--- src/sv/piaw_pkg.sv ---
package piaw_pkg;

  localparam int REG_W     = 24;
  localparam int CFG_IDX_W = 3;

  localparam logic [CFG_IDX_W-1:0] CFG_KP_GAIN    = 3'd0;
  localparam logic [CFG_IDX_W-1:0] CFG_INTEG_GAIN = 3'd1;
  localparam logic [CFG_IDX_W-1:0] CFG_OUT_MIN    = 3'd2;
  localparam logic [CFG_IDX_W-1:0] CFG_OUT_MAX    = 3'd3;

  localparam logic [REG_W-1:0] OUT_MIN_RST = 24'h800000;
  localparam logic [REG_W-1:0] OUT_MAX_RST = 24'h7FFFFF;

endpackage

--- src/sv/pi_controller_trapezoid_antiwindup.sv ---
// A request passes the stage 1, stage 2 and output registers in that order. Throughput: one
// request per cycle while out_stall does not hold the pipeline; the integrator and hold flag
// close their loop in the output stage; the two gain multiplies have a stage of their own.
// Reset (synchronous, active low) empties the pipeline, clears the integrator,
// previous error and hold flag, and returns the gain and limit registers to their defaults.
module pi_controller_trapezoid_antiwindup #(
  parameter int ERROR_WIDTH    = 16,
  parameter int OUT_WIDTH      = 24,
  parameter int GAIN_FRAC_BITS = 16
) (
  input  logic                                 clk,
  input  logic                                 rst_n,
  input  logic                                 cfg_wr_en,
  input  logic [piaw_pkg::CFG_IDX_W-1:0]       cfg_index,
  input  logic [piaw_pkg::REG_W-1:0]           cfg_data,
  input  logic                                 in_valid,
  output logic                                 in_stall,
  input  logic signed [ERROR_WIDTH-1:0]        in_error_sample,
  output logic                                 out_valid,
  input  logic                                 out_stall,
  output logic signed [OUT_WIDTH-1:0]          out_drive_value,
  output logic                                 out_saturated
);

  import piaw_pkg::*;

  localparam int EW  = ERROR_WIDTH;
  localparam int OW  = OUT_WIDTH;
  localparam int EW1 = EW + 1;
  localparam int OW1 = OW + 1;
  localparam int PW  = EW1 + REG_W + 1;
  localparam int SW  = (PW > OW) ? PW : OW;

  localparam logic signed [SW-1:0] OMAX = {{(SW-OW+1){1'b0}}, {(OW-1){1'b1}}};
  localparam logic signed [SW-1:0] OMIN = ~OMAX;

  function automatic logic signed [OW-1:0] sat_ow(input logic signed [SW-1:0] x);
    logic signed [SW-1:0] t;
    t = x;
    if (t > OMAX) t = OMAX;
    if (t < OMIN) t = OMIN;
    return t[OW-1:0];
  endfunction

  function automatic logic signed [OW-1:0] clamp_lim(input logic signed [OW:0] x,
                                                     input logic signed [OW-1:0] lo,
                                                     input logic signed [OW-1:0] hi);
    logic signed [OW:0] t;
    t = x;
    if (t > OW1'(hi)) t = OW1'(hi);
    if (t < OW1'(lo)) t = OW1'(lo);
    return t[OW-1:0];
  endfunction

  logic [REG_W-1:0]          kp_r;
  logic [REG_W-1:0]          ki_r;
  logic signed [OW-1:0]      lim_lo_r;
  logic signed [OW-1:0]      lim_hi_r;

  logic signed [EW-1:0]      prev_err_r;
  logic                      s1_valid_r;
  logic signed [EW-1:0]      s1_err_r;
  logic signed [EW:0]        s1_esum_r;

  logic                      s2_valid_r;
  logic signed [OW-1:0]      s2_p_r;
  logic signed [OW-1:0]      s2_d_r;

  logic                      out_valid_r;
  logic signed [OW-1:0]      out_drive_r;
  logic                      out_sat_r;
  logic signed [OW-1:0]      integ_r;
  logic                      hold_r;

  logic                      out_free;
  logic                      s2_free;
  logic                      s1_free;
  logic                      s2_adv;
  logic                      s1_adv;
  logic                      in_acc;

  logic signed [PW-1:0]      p_prod;
  logic signed [PW-1:0]      d_prod;
  logic signed [OW-1:0]      s2_p_nxt;
  logic signed [OW-1:0]      s2_d_nxt;

  logic signed [OW-1:0]      d_sel;
  logic signed [OW:0]        integ_sum;
  logic signed [OW-1:0]      integ_nxt;
  logic signed [OW:0]        drive_sum;
  logic signed [OW-1:0]      out_drive_nxt;
  logic                      out_sat_nxt;

  // Each stage moves on when the stage after it is empty or moving too.
  assign out_free = !out_valid_r || !out_stall;
  assign s2_adv   = s2_valid_r && out_free;
  assign s2_free  = !s2_valid_r || out_free;
  assign s1_adv   = s1_valid_r && s2_free;
  assign s1_free  = !s1_valid_r || s2_free;
  assign in_stall = !s1_free;
  assign in_acc   = in_valid && s1_free;

  always_ff @(posedge clk) begin
    if (!rst_n) begin
      kp_r     <= '0;
      ki_r     <= '0;
      lim_lo_r <= sat_ow(SW'($signed(OUT_MIN_RST)));
      lim_hi_r <= sat_ow(SW'($signed(OUT_MAX_RST)));
    end else if (cfg_wr_en) begin
      unique case (cfg_index)
        CFG_KP_GAIN:    kp_r     <= cfg_data;
        CFG_INTEG_GAIN: ki_r     <= cfg_data;
        CFG_OUT_MIN:    lim_lo_r <= sat_ow(SW'($signed(cfg_data)));
        CFG_OUT_MAX:    lim_hi_r <= sat_ow(SW'($signed(cfg_data)));
        default: begin
        end
      endcase
    end
  end

  always_ff @(posedge clk) begin
    if (!rst_n) begin
      s1_valid_r <= 1'b0;
      prev_err_r <= '0;
    end else begin
      if (in_acc) begin
        prev_err_r <= in_error_sample;
      end
      if (s1_free) begin
        s1_valid_r <= in_acc;
      end
    end
  end

  always_ff @(posedge clk) begin
    if (in_acc) begin
      s1_err_r  <= in_error_sample;
      s1_esum_r <= EW1'(in_error_sample) + EW1'(prev_err_r);
    end
  end

  // Products floor toward minus infinity through the arithmetic shift.
  assign p_prod   = PW'(s1_err_r) * PW'($signed({1'b0, kp_r}));
  assign d_prod   = PW'(s1_esum_r) * PW'($signed({1'b0, ki_r}));
  assign s2_p_nxt = sat_ow(SW'(p_prod >>> GAIN_FRAC_BITS));
  assign s2_d_nxt = sat_ow(SW'(d_prod >>> GAIN_FRAC_BITS));

  always_ff @(posedge clk) begin
    if (!rst_n) begin
      s2_valid_r <= 1'b0;
    end else if (s2_free) begin
      s2_valid_r <= s1_adv;
    end
  end

  always_ff @(posedge clk) begin
    if (s1_adv) begin
      s2_p_r <= s2_p_nxt;
      s2_d_r <= s2_d_nxt;
    end
  end

  // The integrator is held for one request after the output has been clamped.
  assign d_sel         = hold_r ? '0 : s2_d_r;
  assign integ_sum     = OW1'(integ_r) + OW1'(d_sel);
  assign integ_nxt     = clamp_lim(integ_sum, lim_lo_r, lim_hi_r);
  assign drive_sum     = OW1'(s2_p_r) + OW1'(integ_nxt);
  assign out_drive_nxt = clamp_lim(drive_sum, lim_lo_r, lim_hi_r);
  assign out_sat_nxt   = (OW1'(out_drive_nxt) != drive_sum);

  always_ff @(posedge clk) begin
    if (!rst_n) begin
      out_valid_r <= 1'b0;
      out_sat_r   <= 1'b0;
      integ_r     <= '0;
      hold_r      <= 1'b0;
    end else begin
      if (out_free) begin
        out_valid_r <= s2_adv;
      end
      if (s2_adv) begin
        out_sat_r <= out_sat_nxt;
        integ_r   <= integ_nxt;
        hold_r    <= out_sat_nxt;
      end
    end
  end

  always_ff @(posedge clk) begin
    if (s2_adv) begin
      out_drive_r <= out_drive_nxt;
    end
  end

  assign out_valid       = out_valid_r;
  assign out_drive_value = out_drive_r;
  assign out_saturated   = out_sat_r;

  a_hold_matches_flag: assert property (@(posedge clk) disable iff (!rst_n)
    out_valid_r |-> (out_sat_r == hold_r))
    else $error("hold flag differs from the last saturation flag");

  a_stall_only_when_full: assert property (@(posedge clk) disable iff (!rst_n)
    in_stall |-> (s1_valid_r && s2_valid_r && out_valid_r && out_stall))
    else $error("input stalled with room in the pipeline");

  a_full_pipe_stalls: assert property (@(posedge clk) disable iff (!rst_n)
    (s1_valid_r && s2_valid_r && out_valid_r && out_stall) |-> in_stall)
    else $error("input not stalled with a full stalled pipeline");

endmodule
--- config.mk ---
export PLATFORM = sky130hd
export DESIGN_NAME = pi_controller_trapezoid_antiwindup
export DESIGN_NICKNAME = d
export VERILOG_FILES = /design/src/sv/piaw_pkg.sv /design/src/sv/pi_controller_trapezoid_antiwindup.sv
export SDC_FILE = /design/constraint.sdc
export NUM_CORES = 2
export LEC_CHECK = 0
export BUFFER_PORTS_ARGS = -buffer_cell sky130_fd_sc_hd__buf_2
export CORE_UTILIZATION = 60
export DETAILED_ROUTE_END_ITERATION = 8
export MAX_ROUTING_LAYER = met4
export PLACE_DENSITY = 0.8
export SYNTH_ARGS = -nofsm -noshare
export SYNTH_HDL_FRONTEND = slang
export SYNTH_SLANG_ARGS = --single-unit
--- constraint.sdc ---
create_clock -name clk -period 13.65 [get_ports clk]
set_input_delay 1.365 -clock clk [delete_from_list [all_inputs] [get_ports clk]]
set_output_delay 1.365 -clock clk [all_outputs]
set_load 0.03 [all_outputs]
==> results.json <==
{
  "ys_ff_latch": 245,
  "setup_viol": 0,
  "skew_ns": 0.0571,
  "drive_above_1_share_pct": 12.4,
  "detail_route.wl_per_cell_um": 20.7,
  "worst_setup_path_start_kind": "flip-flop",
  "drtPass1Iterations": 6,
  "netlist_area_um2": 41000,
  "finalWeightedCongestion": 1.03,
  "wl_mm": 119,
  "die_area_um2": 69400,
  "cts_hold_buf": 0,
  "endpoint_kind": "flip-flop",
  "slew_headroom_pct": 17.3,
  "p_leak_nw": 21.9,
  "finalPower_mw": 8.30,
  "clkTransAtPathRegs_ns": 0.07,
  "pin_count": 75,
  "fmax_mhz": 74.8,
  "yosys-top-cells-count": "827 x nand2_1, 779 x inv_1, 636 x fa_1, 435 x ha_1, 273 x and2_1",
  "grtUsageTotal_pct": 35.8,
  "drcViolationCount": 0,
  "grt_pass1_vias": 35052,
  "synth_top_flop_cell": "dfxtp_1",
  "clock_latency_ns": 0.60,
  "grt_max_degree": 117,
  "netlist_instances": 4629,
  "grt_pass1_wl_mm": 188,
  "syn_area_per_cell_um2": 8.86,
  "overflow": 0,
  "hpwl_mm": 93.3,
  "syn_nets": 5748,
  "arrival_ns": 13.84,
  "crit_type": "flip-flop to flip-flop",
  "cts_tree": "yes",
  "synth_top_area_cell": "fa_1",
  "cp_common_cell": "ha_1",
  "ys_async_sr_fraction_pct": 0,
  "finalCriticalPeriod_ns": 13.37,
  "yosys-top-cells-area": "fa_1 31%, ha_1 13%, edfxtp_1 7.7%",
  "ys_warn_count": 0,
  "antenna_found_initial": 3,
  "final.period_utilization_pct": 97.9,
  "drt_iter0_markers": 2866,
  "port_buffers": 74,
  "synth_top_cell_area_share_pct": 31.1,
  "area_growth_pct": 11.9,
  "clockBufferDepth": 3,
  "htree_levels": 1,
  "fin_nets": 5965,
  "rows": 95,
  "cts_root_buf": "clkbuf_16",
  "cts.sinks": 245,
  "hold_violations": 0,
  "ys_types": 90,
  "vias": 33802,
  "reg2reg_depth": 60,
  "initial_core_util_pct": 60.8,
  "die_y_um": 263,
  "yosysMostFrequentCell": "nand2_1",
  "ir_drop_v": 0.000255,
  "worst_pin_slew_ns": 1.21,
  "placed_cell_area_um2": 44100,
  "cp_max_fo": 8,
  "core_um2": 67400,
  "outcome": "complete, no violations",
  "ant_nets": 0,
  "via_per_inst": 5.89,
  "whs_path_depth": 2,
  "worstHoldPathType": "flip-flop to flip-flop",
  "cpMaxStageDelayCell": "or4_4",
  "cts_buffers": 27,
  "seq_area_frac_synth_pct": 14.5,
  "max_stage_delay_ns": 0.56,
  "crit_required_ns": 14.13,
  "finalInstanceArea_um2": 45900,
  "powerDensity_nw_per_um2": 181,
  "die_w_um": 263,
  "slew_viol_final": 0,
  "synth_edf_count": 105,
  "maxCapViolations": 0
}
==> critical path: cells and delay by family, from the launching register on <==
family	cells	cell delay (ns)
compound gates	23	4.36
xor+xnor	1	0.20
simple gates	20	4.54
fa+ha+maj	6	1.66
flops	1	0.43
buf+inv	7	1.04
mux	3	0.97
==> cell usage in the layout, fill, tap and decap left out, types with 17 or more instances in the layout <==
cell / instances
a21boi_0: 95
a21boi_1: 18
a21o_1: 73
a21oi_1: 117
a21oi_2: 17
and2_1: 273
buf_2: 73
buf_4: 306
clkbuf_16: 31
dfxtp_1: 139
edfxtp_1: 105
fa_1: 634
ha_1: 424
inv_1: 779
mux2_2: 28
nand2_1: 820
nand2b_1: 61
nand3_1: 35
nand4_1: 26
nor2_1: 93
nor2b_1: 41
nor3_1: 46
o211ai_1: 30
o21a_1: 45
o21ai_0: 84
o21ai_1: 25
xnor2_1: 82
xor2_1: 36
==> registers in the layout (all words and copies together) (netlist names) <==
register         cells
lim_hi_r            24
out_valid            1
s2_d_r              24
hold_r               1
out_drive_value     24
s1_valid_r           1
s2_valid_r           1
integ_r             24
s1_esum_r           17
s2_p_r              24
s1_err_r            16
ki_r                24
lim_lo_r            24
prev_err_r          16
kp_r                24
==> through the flow <==
stage / setup TNS (ns) / utilization [%] / instances / setup WS, ns / hold slack (ns)
5_1_grt: -0.132 / 68.0 / 5741 / -0.132 / 0.492
4_1_cts: 0 / 66.8 / 5723 / 0.0388 / 0.473
6_report: 0 / 68.0 / 5742 / 0.284 / 0.473
2_1_floorplan: 0 / - / 4629 / 0.0149 / 0.439
3_3_place_gp: 0 / 65.5 / 5671 / 0.124 / 0.448
3_5_place_dp: -0.159 / 65.5 / 5671 / -0.159 / 0.457
==> layout make-up <==
type | instances | area (um^2)
diodes | 2 | 5.00
clock buffers | 38 | 778
clock inverters | 12 | 90.1
fillers | 5363 | 21500
inverters | 781 | 2930
multi-input cells | 3395 | 32000
flip-flops and latches | 245 | 5960
well taps | 873 | 1090
repair buffers | 396 | 2960
==> report_power, final <==
part | internal [mW] | switching, mW
Clock | 0.416 | 0.323
Sequential | 0.973 | 0.0935
Combinational | 3.12 | 3.37
Total | 4.51 | 3.79
==> logic make-up (layout without fill, tap and decap cells) <==
| family | count (synthesis) | in the layout | share of synthesized area [%] |
|---|---|---|---|
| mux | 56 | 56 | 1.52 |
| fa+ha+maj | 1071 | 1071 | 44.3 |
| buf+inv | 989 | 1227 | 9.08 |
| other cells | 0 | 2 | 0 |
| flops | 245 | 245 | 14.5 |
| simple gates | 1486 | 1486 | 16.9 |
| compound gates | 660 | 660 | 11.0 |
| xor+xnor | 122 | 122 | 2.61 |
==> per-layer routing <==
layer	share of wire [%]	global-route usage, %	vias up
met1	41	47.5	16777
met5	0	-	-
met3	7.8	4.20	323
li1	-	-	15163
met2	46	57.0	1539
met4	4.4	12.7	0
==> worst paths after layout <==
| path | from | to | slack (ns) |
|---|---|---|---|
| hold reg to reg | prev_err_r[2] | prev_err_r[2] | 0.47 |
| setup / recovery | hold_r | hold_r | 0.28 |
| setup reg to reg | hold_r | hold_r | 0.28 |
| hold / removal | prev_err_r[2] | prev_err_r[2] | 0.47 |
==> timing repair <==
| action | CTS | global route |
|---|---|---|
| buffers inserted | 2 | 15 |
| setup endpoints to repair | 1 | 25 |
| cloned | 0 | 3 |
| pin swaps | 4 | 59 |
| gates resized for setup | 7 | 153 |
Power figures use the tool's default switching activity.
